$ cat config.mk
export PLATFORM = sky130hd
export DESIGN_NAME = multi_pin_time_debouncer
export DESIGN_NICKNAME = d
export VERILOG_FILES = /design/src/rtl/mptdb_pkg.sv /design/src/rtl/mptdb_cfg_regs.sv /design/src/rtl/mptdb_pin_mem.sv /design/src/rtl/mptdb_update.sv /design/src/rtl/multi_pin_time_debouncer.sv
export SDC_FILE = /design/constraint.sdc
export NUM_CORES = 2
export LEC_CHECK = 0
export BUFFER_PORTS_ARGS = -buffer_cell sky130_fd_sc_hd__buf_4
export CAP_MARGIN = 20
export CORE_MARGIN = 3
export CORE_UTILIZATION = 50
export DETAILED_ROUTE_END_ITERATION = 10
export PLACE_DENSITY = 0.68
export SETUP_SLACK_MARGIN = 0.3
export SLEW_MARGIN = 20
export SYNTH_ARGS = -nofsm -noshare
export SYNTH_HDL_FRONTEND = slang
export SYNTH_SLANG_ARGS = --single-unit
$ cat constraint.sdc
create_clock -name clk -period 10.5 [get_ports clk]
set_clock_uncertainty 0.2 [all_clocks]
set_input_delay 2.1 -clock clk [delete_from_list [all_inputs] [get_ports clk]]
set_output_delay 2.1 -clock clk [all_outputs]
set_load 0.02 [all_outputs]
$ cat src/rtl/mptdb_pkg.sv
// mptdb_pkg: shared types, register codes and reset constants of the
// multi-pin time debouncer. No dependencies.
`default_nettype none

package mptdb_pkg;

    localparam int PIN_COUNT_DEF  = 32;
    localparam int CLASS_BITS_DEF = 8;

    localparam int TIME_W     = 32;
    localparam int SETTLE_W   = 16;
    localparam int PIN_W      = 5;
    localparam int LEVEL_W    = 8;
    localparam int CLASS_W    = 8;
    localparam int MASK_W     = 32;
    localparam int APB_ADDR_W = 4;
    localparam int APB_DATA_W = 32;

    localparam logic [SETTLE_W-1:0] SETTLE_RESET = 16'd50;

    // register index, taken from paddr[3:2]
    typedef enum logic [1:0] {
        REG_SETTLE  = 2'd0,
        REG_TRIGGER = 2'd1,
        REG_ANALOG  = 2'd2
    } cfg_reg_t;

    typedef struct packed {
        logic [SETTLE_W-1:0] settle_ms;
        logic [MASK_W-1:0]   trigger_levels;
        logic [MASK_W-1:0]   analog_pins;
    } cfg_t;

    // one memory word per pin
    typedef struct packed {
        logic [TIME_W-1:0]  last_change_ms;
        logic [CLASS_W-1:0] stable_class;
        logic [CLASS_W-1:0] candidate_class;
        logic               stable_digital;
        logic               fired;
    } pin_entry_t;

    localparam pin_entry_t ENTRY_RESET = '{
        last_change_ms:  '0,
        stable_class:    '0,
        candidate_class: '0,
        stable_digital:  1'b1,
        fired:           1'b0
    };

endpackage

`default_nettype wire

$ cat src/rtl/mptdb_cfg_regs.sv
// mptdb_cfg_regs: APB register bank (settle time, trigger levels, analog mode).
// Depends on mptdb_pkg.
`default_nettype none

module mptdb_cfg_regs (
    input  wire logic                              clk,
    input  wire logic                              rst_n,
    input  wire logic                              psel,
    input  wire logic                              penable,
    input  wire logic                              pwrite,
    input  wire logic [mptdb_pkg::APB_ADDR_W-1:0]  paddr,
    input  wire logic [mptdb_pkg::APB_DATA_W-1:0]  pwdata,
    output logic      [mptdb_pkg::APB_DATA_W-1:0]  prdata,
    output logic                                   pready,
    output mptdb_pkg::cfg_t                        cfg
);
    import mptdb_pkg::*;

    cfg_t     cfg_reg;
    cfg_t     cfg_next;
    cfg_reg_t reg_sel;
    logic     wr_en;

    assign reg_sel = cfg_reg_t'(paddr[3:2]);
    assign wr_en   = psel && penable && pwrite;
    assign pready  = 1'b1;
    assign cfg     = cfg_reg;

    always_comb
    begin
        cfg_next = cfg_reg;
        if (wr_en)
        begin
            unique case (reg_sel)
                REG_SETTLE:  cfg_next.settle_ms      = pwdata[SETTLE_W-1:0];
                REG_TRIGGER: cfg_next.trigger_levels = pwdata[MASK_W-1:0];
                REG_ANALOG:  cfg_next.analog_pins    = pwdata[MASK_W-1:0];
                default:     cfg_next = cfg_reg;
            endcase
        end
    end

    always_comb
    begin
        unique case (reg_sel)
            REG_SETTLE:  prdata = APB_DATA_W'(cfg_reg.settle_ms);
            REG_TRIGGER: prdata = APB_DATA_W'(cfg_reg.trigger_levels);
            REG_ANALOG:  prdata = APB_DATA_W'(cfg_reg.analog_pins);
            default:     prdata = '0;
        endcase
    end

    always_ff @(posedge clk or negedge rst_n)
    begin
        if (!rst_n)
        begin
            cfg_reg.settle_ms      <= SETTLE_RESET;
            cfg_reg.trigger_levels <= '0;
            cfg_reg.analog_pins    <= '0;
        end
        else
        begin
            cfg_reg <= cfg_next;
        end
    end

endmodule

`default_nettype wire

$ cat src/rtl/mptdb_pin_mem.sv
// mptdb_pin_mem: per-pin state memory, registered read, with
// valid bits so that unwritten entries read as their reset value.
// Depends on mptdb_pkg.
`default_nettype none

module mptdb_pin_mem #(
    parameter int PIN_COUNT = mptdb_pkg::PIN_COUNT_DEF,
    parameter int ADDR_W    = (PIN_COUNT > 1) ? $clog2(PIN_COUNT) : 1
) (
    input  wire logic                  clk,
    input  wire logic                  rst_n,
    input  wire logic                  rd_en,
    input  wire logic [ADDR_W-1:0]     rd_addr,
    output mptdb_pkg::pin_entry_t      rd_data,
    input  wire logic                  wr_en,
    input  wire logic [ADDR_W-1:0]     wr_addr,
    input  wire mptdb_pkg::pin_entry_t wr_data
);
    import mptdb_pkg::*;

    pin_entry_t           mem [PIN_COUNT];
    pin_entry_t           rd_raw_reg;
    logic                 rd_valid_reg;
    logic [PIN_COUNT-1:0] valid_reg;

    always_ff @(posedge clk)
    begin
        if (wr_en)
        begin
            mem[wr_addr] <= wr_data;
        end
        if (rd_en)
        begin
            rd_raw_reg <= mem[rd_addr];
        end
    end

    always_ff @(posedge clk or negedge rst_n)
    begin
        if (!rst_n)
        begin
            valid_reg    <= '0;
            rd_valid_reg <= 1'b0;
        end
        else
        begin
            if (wr_en)
            begin
                valid_reg[wr_addr] <= 1'b1;
            end
            if (rd_en)
            begin
                rd_valid_reg <= valid_reg[rd_addr];
            end
        end
    end

    // entries never written show their reset value
    assign rd_data = rd_valid_reg ? rd_raw_reg : ENTRY_RESET;

endmodule

`default_nettype wire

$ cat src/rtl/mptdb_update.sv
// mptdb_update: next-state logic of one pin entry for a sample or take request,
// plus the reported pin state and fired flag. Depends on mptdb_pkg.
`default_nettype none

module mptdb_update #(
    parameter int CLASS_BITS = mptdb_pkg::CLASS_BITS_DEF
) (
    input  wire mptdb_pkg::pin_entry_t             entry,
    input  wire mptdb_pkg::cfg_t                   cfg,
    input  wire logic                              kind,
    input  wire logic [mptdb_pkg::PIN_W-1:0]       pin,
    input  wire logic [mptdb_pkg::LEVEL_W-1:0]     level,
    input  wire logic [mptdb_pkg::TIME_W-1:0]      now_ms,
    output mptdb_pkg::pin_entry_t                  entry_next,
    output logic      [mptdb_pkg::CLASS_W-1:0]     pin_state,
    output logic                                   fired
);
    import mptdb_pkg::*;

    localparam int CW = (CLASS_BITS < CLASS_W) ? CLASS_BITS : CLASS_W;

    logic [CLASS_W:0]   mask_wide;
    logic [CLASS_W-1:0] class_mask;
    logic [CLASS_W-1:0] cls;
    logic [TIME_W-1:0]  elapsed;
    logic               expired;
    logic               is_analog;
    logic               trig;

    assign mask_wide  = (CLASS_W+1)'((CLASS_W+1)'(1) << CW) - (CLASS_W+1)'(1);
    assign class_mask = mask_wide[CLASS_W-1:0];
    assign cls        = level[CLASS_W-1:0] & class_mask;
    assign elapsed    = now_ms - entry.last_change_ms;
    assign expired    = elapsed > TIME_W'(cfg.settle_ms);
    assign is_analog  = cfg.analog_pins[pin];
    assign trig       = cfg.trigger_levels[pin];

    always_comb
    begin
        entry_next = entry;
        if (kind)
        begin
            entry_next.fired = 1'b0;
        end
        else if (is_analog)
        begin
            if (cls == entry.stable_class)
            begin
                entry_next.last_change_ms = now_ms;
            end
            else if (cls == entry.candidate_class)
            begin
                if (expired)
                begin
                    entry_next.fired          = 1'b1;
                    entry_next.stable_class   = cls;
                    entry_next.last_change_ms = now_ms;
                end
            end
            else
            begin
                entry_next.candidate_class = cls;
                entry_next.last_change_ms  = now_ms;
            end
        end
        else
        begin
            if (level[0] == entry.stable_digital)
            begin
                entry_next.last_change_ms = now_ms;
            end
            else if (expired)
            begin
                if (level[0] == trig)
                begin
                    entry_next.fired = 1'b1;
                end
                entry_next.stable_digital = level[0];
                entry_next.last_change_ms = now_ms;
            end
        end
    end

    assign pin_state = is_analog ? entry_next.stable_class
                                 : CLASS_W'(entry_next.stable_digital == trig);
    assign fired     = kind ? entry.fired : entry_next.fired;

endmodule

`default_nettype wire

$ cat src/rtl/multi_pin_time_debouncer.sv
// multi_pin_time_debouncer: top level, stream in/out, APB configuration.
// Depends on mptdb_pkg, mptdb_cfg_regs, mptdb_pin_mem, mptdb_update.
`default_nettype none

// Time-stamp debouncer for up to PIN_COUNT pins. Each request either samples a
// pin (kind 0) with a level and the current millisecond time, or takes and
// clears the pin's fired flag (kind 1); every request yields exactly one result
// with the pin state and the fired flag. Per-pin state sits in one synchronous
// memory. A request reads the pin's entry; the update stage then updates it,
// writes it back and loads the output register once that is free or emptied.
// The next request is taken in the cycle after the write-back, so a follow-up
// on the same pin always reads fresh data. While a result waits at the output
// one more request can be taken and held in the update stage. After reset
// every pin reads as its reset state at once (valid bits, no clearing pass).
// User must write configuration only while the block is idle (not enforced).

module multi_pin_time_debouncer #(
    parameter int PIN_COUNT  = mptdb_pkg::PIN_COUNT_DEF,
    parameter int CLASS_BITS = mptdb_pkg::CLASS_BITS_DEF
) (
    input  wire logic                              clk,
    input  wire logic                              rst_n,
    // request stream
    input  wire logic                              s_tvalid,
    output logic                                   s_tready,
    // tdata, lowest bit up: pin[4:0], level[12:5], now_ms[44:13], zero fill
    input  wire logic [47:0]                       s_tdata,
    // tuser: kind (0 sample, 1 take fired flag)
    input  wire logic                              s_tuser,
    // result stream
    output logic                                   m_tvalid,
    input  wire logic                              m_tready,
    // tdata, lowest bit up: pin_state[7:0], fired[8], zero fill
    output logic      [15:0]                       m_tdata,
    // configuration port
    input  wire logic                              psel,
    input  wire logic                              penable,
    input  wire logic                              pwrite,
    input  wire logic [mptdb_pkg::APB_ADDR_W-1:0]  paddr,
    input  wire logic [mptdb_pkg::APB_DATA_W-1:0]  pwdata,
    output logic      [mptdb_pkg::APB_DATA_W-1:0]  prdata,
    output logic                                   pready
);
    import mptdb_pkg::*;

    localparam int ADDR_W = (PIN_COUNT > 1) ? $clog2(PIN_COUNT) : 1;

    cfg_t cfg;

    // unpacked request fields
    logic [PIN_W-1:0]   in_pin;
    logic [LEVEL_W-1:0] in_level;
    logic [TIME_W-1:0]  in_now;

    // update stage: holds the request while its entry is read and updated
    logic               busy_reg;
    logic               busy_next;
    logic               kind_reg;
    logic [PIN_W-1:0]   pin_reg;
    logic [LEVEL_W-1:0] level_reg;
    logic [TIME_W-1:0]  now_reg;

    // output register
    logic               out_valid_reg;
    logic               out_valid_next;
    logic [CLASS_W-1:0] out_state_reg;
    logic               out_fired_reg;

    logic               accept;
    logic               commit;
    logic               in_range;

    pin_entry_t         rd_entry;
    pin_entry_t         upd_entry;
    logic [CLASS_W-1:0] upd_state;
    logic               upd_fired;

    assign in_pin   = s_tdata[4:0];
    assign in_level = s_tdata[12:5];
    assign in_now   = s_tdata[44:13];

    // one request in flight at a time: the interlock against read-before-write
    assign s_tready = !busy_reg;
    assign accept   = s_tvalid && s_tready;
    // update completes once the output register is free or being emptied
    assign commit   = busy_reg && (!out_valid_reg || m_tready);
    assign in_range = int'(pin_reg) < PIN_COUNT;

    mptdb_cfg_regs u_cfg (
        .clk     (clk),
        .rst_n   (rst_n),
        .psel    (psel),
        .penable (penable),
        .pwrite  (pwrite),
        .paddr   (paddr),
        .pwdata  (pwdata),
        .prdata  (prdata),
        .pready  (pready),
        .cfg     (cfg)
    );

    mptdb_pin_mem #(
        .PIN_COUNT (PIN_COUNT),
        .ADDR_W    (ADDR_W)
    ) u_mem (
        .clk     (clk),
        .rst_n   (rst_n),
        .rd_en   (accept),
        .rd_addr (ADDR_W'(in_pin)),
        .rd_data (rd_entry),
        .wr_en   (commit && in_range),
        .wr_addr (ADDR_W'(pin_reg)),
        .wr_data (upd_entry)
    );

    mptdb_update #(
        .CLASS_BITS (CLASS_BITS)
    ) u_upd (
        .entry      (rd_entry),
        .cfg        (cfg),
        .kind       (kind_reg),
        .pin        (pin_reg),
        .level      (level_reg),
        .now_ms     (now_reg),
        .entry_next (upd_entry),
        .pin_state  (upd_state),
        .fired      (upd_fired)
    );

    always_comb
    begin
        busy_next = busy_reg;
        if (commit)
        begin
            busy_next = 1'b0;
        end
        else if (accept)
        begin
            busy_next = 1'b1;
        end

        out_valid_next = out_valid_reg;
        if (commit)
        begin
            out_valid_next = 1'b1;
        end
        else if (m_tready)
        begin
            out_valid_next = 1'b0;
        end
    end

    always_ff @(posedge clk or negedge rst_n)
    begin
        if (!rst_n)
        begin
            busy_reg      <= 1'b0;
            out_valid_reg <= 1'b0;
        end
        else
        begin
            busy_reg      <= busy_next;
            out_valid_reg <= out_valid_next;
        end
    end

    // payload registers, no reset
    always_ff @(posedge clk)
    begin
        if (accept)
        begin
            kind_reg  <= s_tuser;
            pin_reg   <= in_pin;
            level_reg <= in_level;
            now_reg   <= in_now;
        end
        if (commit)
        begin
            // pins beyond the table report zero and change nothing
            out_state_reg <= in_range ? upd_state : '0;
            out_fired_reg <= in_range && upd_fired;
        end
    end

    assign m_tvalid = out_valid_reg;
    assign m_tdata  = {7'b0, out_fired_reg, out_state_reg};

endmodule

`default_nettype wire

=== After elaboration in Yosys (flattened, before gate mapping) ===
Memory sizes are Yosys's and may differ from the RTL's. A register that Yosys moved wholly into a read port is not among the register bits.
Index checks and enable logic that the tools add are counted.

* Add/sub/neg operators: 1
* $lt $le $gt $ge: 4
* Eq/ne operators: 7
* Muxes and demuxes: 38
* Bitwise gates (word level): 1
* Reductions and logical operators: 14

{| class="wikitable"
|+ Operator list
! cell !! number
|-
| two-way mux 32 bit || 5
|-
| case mux 32 bit (3 select lines) || 1
|-
| two-way mux 50 bit || 1
|-
| two-way mux 49 bit || 1
|-
| two-way mux 40 bit || 1
|-
| > comparator 32 x 16 -> 1 bit || 1
|-
| two-way mux 16 bit || 2
|-
| bitwise OR 32 bit || 1
|-
| subtractor 32 bit || 1
|-
| two-way mux 1 bit || 19
|-
| equality test 8 bit || 2
|-
| two-way mux 8 bit || 2
|-
| binary-select mux 1 bit (select 5 bit) || 3
|-
| less-than comparator 5 x 6 -> 1 bit, second input constant || 2
|-
| AND reduction 2 bit || 3
|-
| demux 1 bit (select 5 bit) || 1
|-
| greater-or-equal comparator 5 x 1 -> 1 bit, second input constant || 1
|-
| logical AND 1 bit || 5
|-
| two-way mux 2 bit || 2
|-
| nonzero test 2 bit || 2
|-
| equality test 1 bit || 3
|-
| equality test 2 x 1 -> 1 bit, second input constant || 1
|-
| equality test 2 bit, second input constant || 1
|-
| zero test 1 bit || 2
|-
| other kinds (2) || 2
|}

* Bits in registers: 170
* Bits in writable memories: 1600
* Input port bits: 92
* Output and inout bits: 51
* Word-level logic and storage cells: 80
* Memories: 1

{| class="wikitable"
|+ Memory list
! memory !! words !! bits a word !! read ports !! clocked after memory_dff !! wr ports !! RTL line !! source
|-
| u_mem.mem || 32 || 50 || 1 || 1 || 1 || mptdb_pin_mem.sv:21 || <nowiki>pin_entry_t mem [PIN_COUNT];</nowiki>
|}

=== Logic depth before layout (Yosys ltp) ===
* Word-level depth: 10
* Mapped depth: 26
* Gate-level depth less buffers: 21

=== Cells and area by module ===
From an unflattened synthesis, not the netlist that was laid out.

* Cell total of the unflattened synthesis: 3364
* Area, all modules: 73417.9 um^2

{| class="wikitable"
|+ By module, submodules not included
! module !! instances !! cells an instance !! area an instance (um^2) !! seq. area each (um^2)
|-
| mptdb_pin_mem || 1 || 2527 || 63781.2 || 50373.3
|-
| mptdb_update || 1 || 515 || 4154.0 || 0.0
|-
| mptdb_cfg_regs || 1 || 250 || 3673.5 || 2005.7
|-
| multi_pin_time_debouncer || 1 || 72 || 1809.2 || 1701.6
|}

=== Least setup slack after synthesis ===
No wires, ideal clock.

* Path kind: input to register
* Start: in s_tvalid
* End: reg kind_reg (enable)
* Setup time: 566 ps
* Arrival: 6343 ps
* Data required time: 9734 ps
* Slack: 3391 ps
* Stages: 1
* Buffers on the path: 0
* Cells stage by stage: nor2b_1

* Cells in the longest elaborated chain, start to end: 1

{| class="wikitable"
|+ Ends and longest elaborated chain
! item !! RTL line !! source
|-
| start: declaration || multi_pin_time_debouncer.sv:24 || <nowiki>input wire logic s_tvalid,</nowiki>
|-
| logical AND 1 bit || multi_pin_time_debouncer.sv:84 || <nowiki>assign accept = s_tvalid && s_tready;</nowiki>
|-
| end signal: assignment || multi_pin_time_debouncer.sv:172 || <nowiki>kind_reg <= s_tuser;</nowiki>
|-
| end: declaration || multi_pin_time_debouncer.sv:58 || <nowiki>logic kind_reg;</nowiki>
|}

No other way between the ends.
A chain may end at the register's enable or synchronous reset.

==> metrics.txt <==
Peak Freq 124 MHz; Final Max Tran Viols 0; status finished clean; Post-CTS Resized 0; initial core utilization 0.506; peak supply drop 0.208 mV; Post-synth EDFFs 1,705; Synth top area share 0.702; Rows 139; area fraction in compound gates after synthesis 0.0187; Synth area leader edfxtp_1; grt ovf 0; Antenna Nets Post-Route 0; Synth Area in Adders 0.00868; Final period util 0.765; # hold bufs at CTS 0; worst hold slack 0.264 ns; max-cap violations 0; Hold Fails Final Rpt 0; share of layout cells above drive strength 1 0.334; Via density 6.37; Skew-Pair Late Insertion Delay 0.82 ns; largest family of logic cells by synthesized area multiplexers; largest cells by area after synthesis edfxtp_1, mux4_2, dfrtp_1; Die Y-Extent 388 um; Iter 0 DRT Violations 4,601; crit path kind reg -> reg; post-layout min period 8.04 ns; Finish-stage setup viols 0; routed length per instance 32.4 um; worst r2r src u_mem.rd_valid_reg; core area 144,000 um2; Critical Path RT 10.74 ns; Die Span X 388 um; crit path DAT 8.28 ns; XOR/XNOR Fraction of Synth Area 0.00360; die area 150,000 um2; dpl hpwl 96,500 um; # Post-CTS Setup Buffers 0; root buf cell clkbuf_16; GRT Total Usage 0.247; worst slew pin tran 1.20 ns; area share of and/or/nand/nor cells after synthesis 0.0213; Register-to-Register Path Depth 22; Post-synth top flop edfxtp_1; r2r setup slk 2.46 ns; worst hold path type reg -> reg; Cell Area, Placed 76,900 um2; Final Power 18.4 mW; Critical Path Start Type flop; mux share of post-synthesis cell area 0.191; Worst setup EP type flop; total negative slack 0 ns; Clock transition at path regs 0.06 ns; Final Wtd Congestion 0.855; antenna violations before repair 9; Nets 3,775; Max FO, Critical Path 56; Worst Hold End u_mem.valid_reg[2]; sequential area share after synthesis 0.742; Clock Sinks 1,820; CTS tree done; Async SR Flop Fraction 0.0632; Leak Pwr 27.0 nW; port buffer count 129; Final Cell Area 82,600 um2; Placed Instances 5,354; r2r endpoint u_mem.mem[6][18]; hold path depth 1; Max-slew headroom 0.202; htree depth 4; I/O pin count 143; max reg flops 1,600; DRC viols 0; RSZ-0062 raised after global routing false; Netlist cell types 73; Synth-to-Final Area Change 13.4%; syn_area_per_cell 21.5 um2; Post-Syn Area 72,900 um2; total clock buffers created by CTS 179; power density over cell area 223 nW/um2; global-route wire length before repair 264,000 um; vias in the first global route 36.0k; hold_sp u_mem.valid_reg[2]; CTS max path bufs 3; final std cells w/o fill 5,692; Ys Warns 0; Synth Register Bits 1,820; Mapped Cells 3,396; Routed WL 185,000 um; DR vias 36.2k; total iterations of the first detailed-routing run 8; largest net degree at the start of global routing 127
critical path: stages (launching register included):
cell	delay, ns
dfrtp_4	0.54
buf_4	0.71
nand2_1	0.27
ha_1	0.44
o21ai_0	0.10
nand2b_1	0.08
o21ai_1	0.16
o21ai_1	0.71
a31oi_1	0.20
xnor2_1	0.16
ha_1	0.28
nand4_1	0.14
nor4_1	0.40
nand4_1	0.16
o31a_1	0.17
a311oi_1	0.22
o2111ai_1	0.19
nor4_2	0.49
nand4_1	0.17
a21oi_2	0.29
a21oi_4	0.08
buf_4	0.48
mux2_1	1.01
power by group:
part | internal, mW | leakage, nW | switching, mW
Clock | 3.45 | 2.75 | 2.73
Combinational | 1.07 | 7.33 | 1.98
Sequential | 9.00 | 16.9 | 0.216
cell usage after synthesis, types with 14 or more instances:
| library cell | count |
|---|---|
| a22o_1 | 16 |
| nand3_1 | 25 |
| mux2i_1 | 60 |
| mux4_2 | 526 |
| clkbuf_1 | 124 |
| or2_2 | 32 |
| inv_1 | 63 |
| a21o_1 | 15 |
| edfxtp_1 | 1705 |
| a21oi_1 | 36 |
| ha_1 | 49 |
| dfrtp_1 | 112 |
| nand4_1 | 16 |
| o21ai_0 | 49 |
| xnor2_1 | 22 |
| mux2_2 | 132 |
| nand2_1 | 115 |
| buf_1 | 37 |
| nor2_1 | 67 |
| nor2b_1 | 14 |
placed cells by master (no fill, tap or decap), types with 9 or more instances in the layout:
cell type	n
nor3_1	10
ha_1	49
a21oi_1	36
bufinv_16	9
a22o_1	16
mux2i_2	28
o21a_1	9
clkbuf_16	181
a32oi_1	9
nor2b_1	12
o21ai_1	11
mux2_2	132
buf_4	228
edfxtp_1	1705
mux2i_1	23
clkinv_1	45
xnor2_1	22
nor2_1	35
inv_1	63
clkbuf_1	49
mux4_2	526
a21o_1	15
nand3_1	25
clkinv_2	24
mux2i_4	9
o21ai_0	41
dfrtp_1	111
nand4_1	16
nor2_4	32
nand2_1	115
or2_2	32
worst max-delay path by stage:
stage,start,end,cells after the start
6_report,u_mem.rd_valid_reg,u_mem.mem[6][18],22
5_1_grt,u_mem.rd_valid_reg,u_mem.mem[6][18],22
4_1_cts,u_mem.rd_valid_reg,u_mem.mem[6][18],22
3_5_place_dp,u_mem.rd_valid_reg,u_mem.mem[10][18],22
3_3_place_gp,u_mem.rd_valid_reg,u_mem.mem[18][39],22
2_1_floorplan,s_tvalid,kind_reg,1
through the flow:
step | utilization | setup WS, ns
after floorplan | - | 3.39
after global placement | 0.533 | 2.51
after detailed placement | 0.533 | 2.65
after CTS | 0.573 | 2.59
after global routing | 0.573 | 2.04
final | 0.573 | 2.46
logic make-up (layout without fill, tap and decap cells):
| group | Yosys count | after routing |
|---|---|---|
| flops | 1820 | 1820 |
| mux | 720 | 720 |
| other cells | 2 | 12 |
| fa+ha+maj | 50 | 50 |
| xor+xnor | 30 | 30 |
| compound gates | 200 | 200 |
| buf+inv | 252 | 635 |
| simple gates | 322 | 322 |
layout make-up:
cell class	instances	area, um2
Antenna cell	4	10.0
Clock buffer	234	4770
Clock inverter	99	930
Fill cell	10367	61500
Inverter	63	236
Multi-Input combinational cell	1330	18300
Sequential cell	1820	54100
Tap cell	1903	2380
Timing Repair Buffer	239	1890
layer usage:
| metal | share of wire | track usage | vias to the layer above |
|---|---|---|---|
| met3 | 0.10 | 0.0585 | 271 |
| li1 | - | - | 14622 |
| met1 | 0.41 | 0.371 | 19500 |
| met5 | 0.00024 | 0 | - |
| met2 | 0.46 | 0.367 | 1836 |
| met4 | 0.026 | 0.0677 | 6 |
Power figures use the tool's default switching activity.
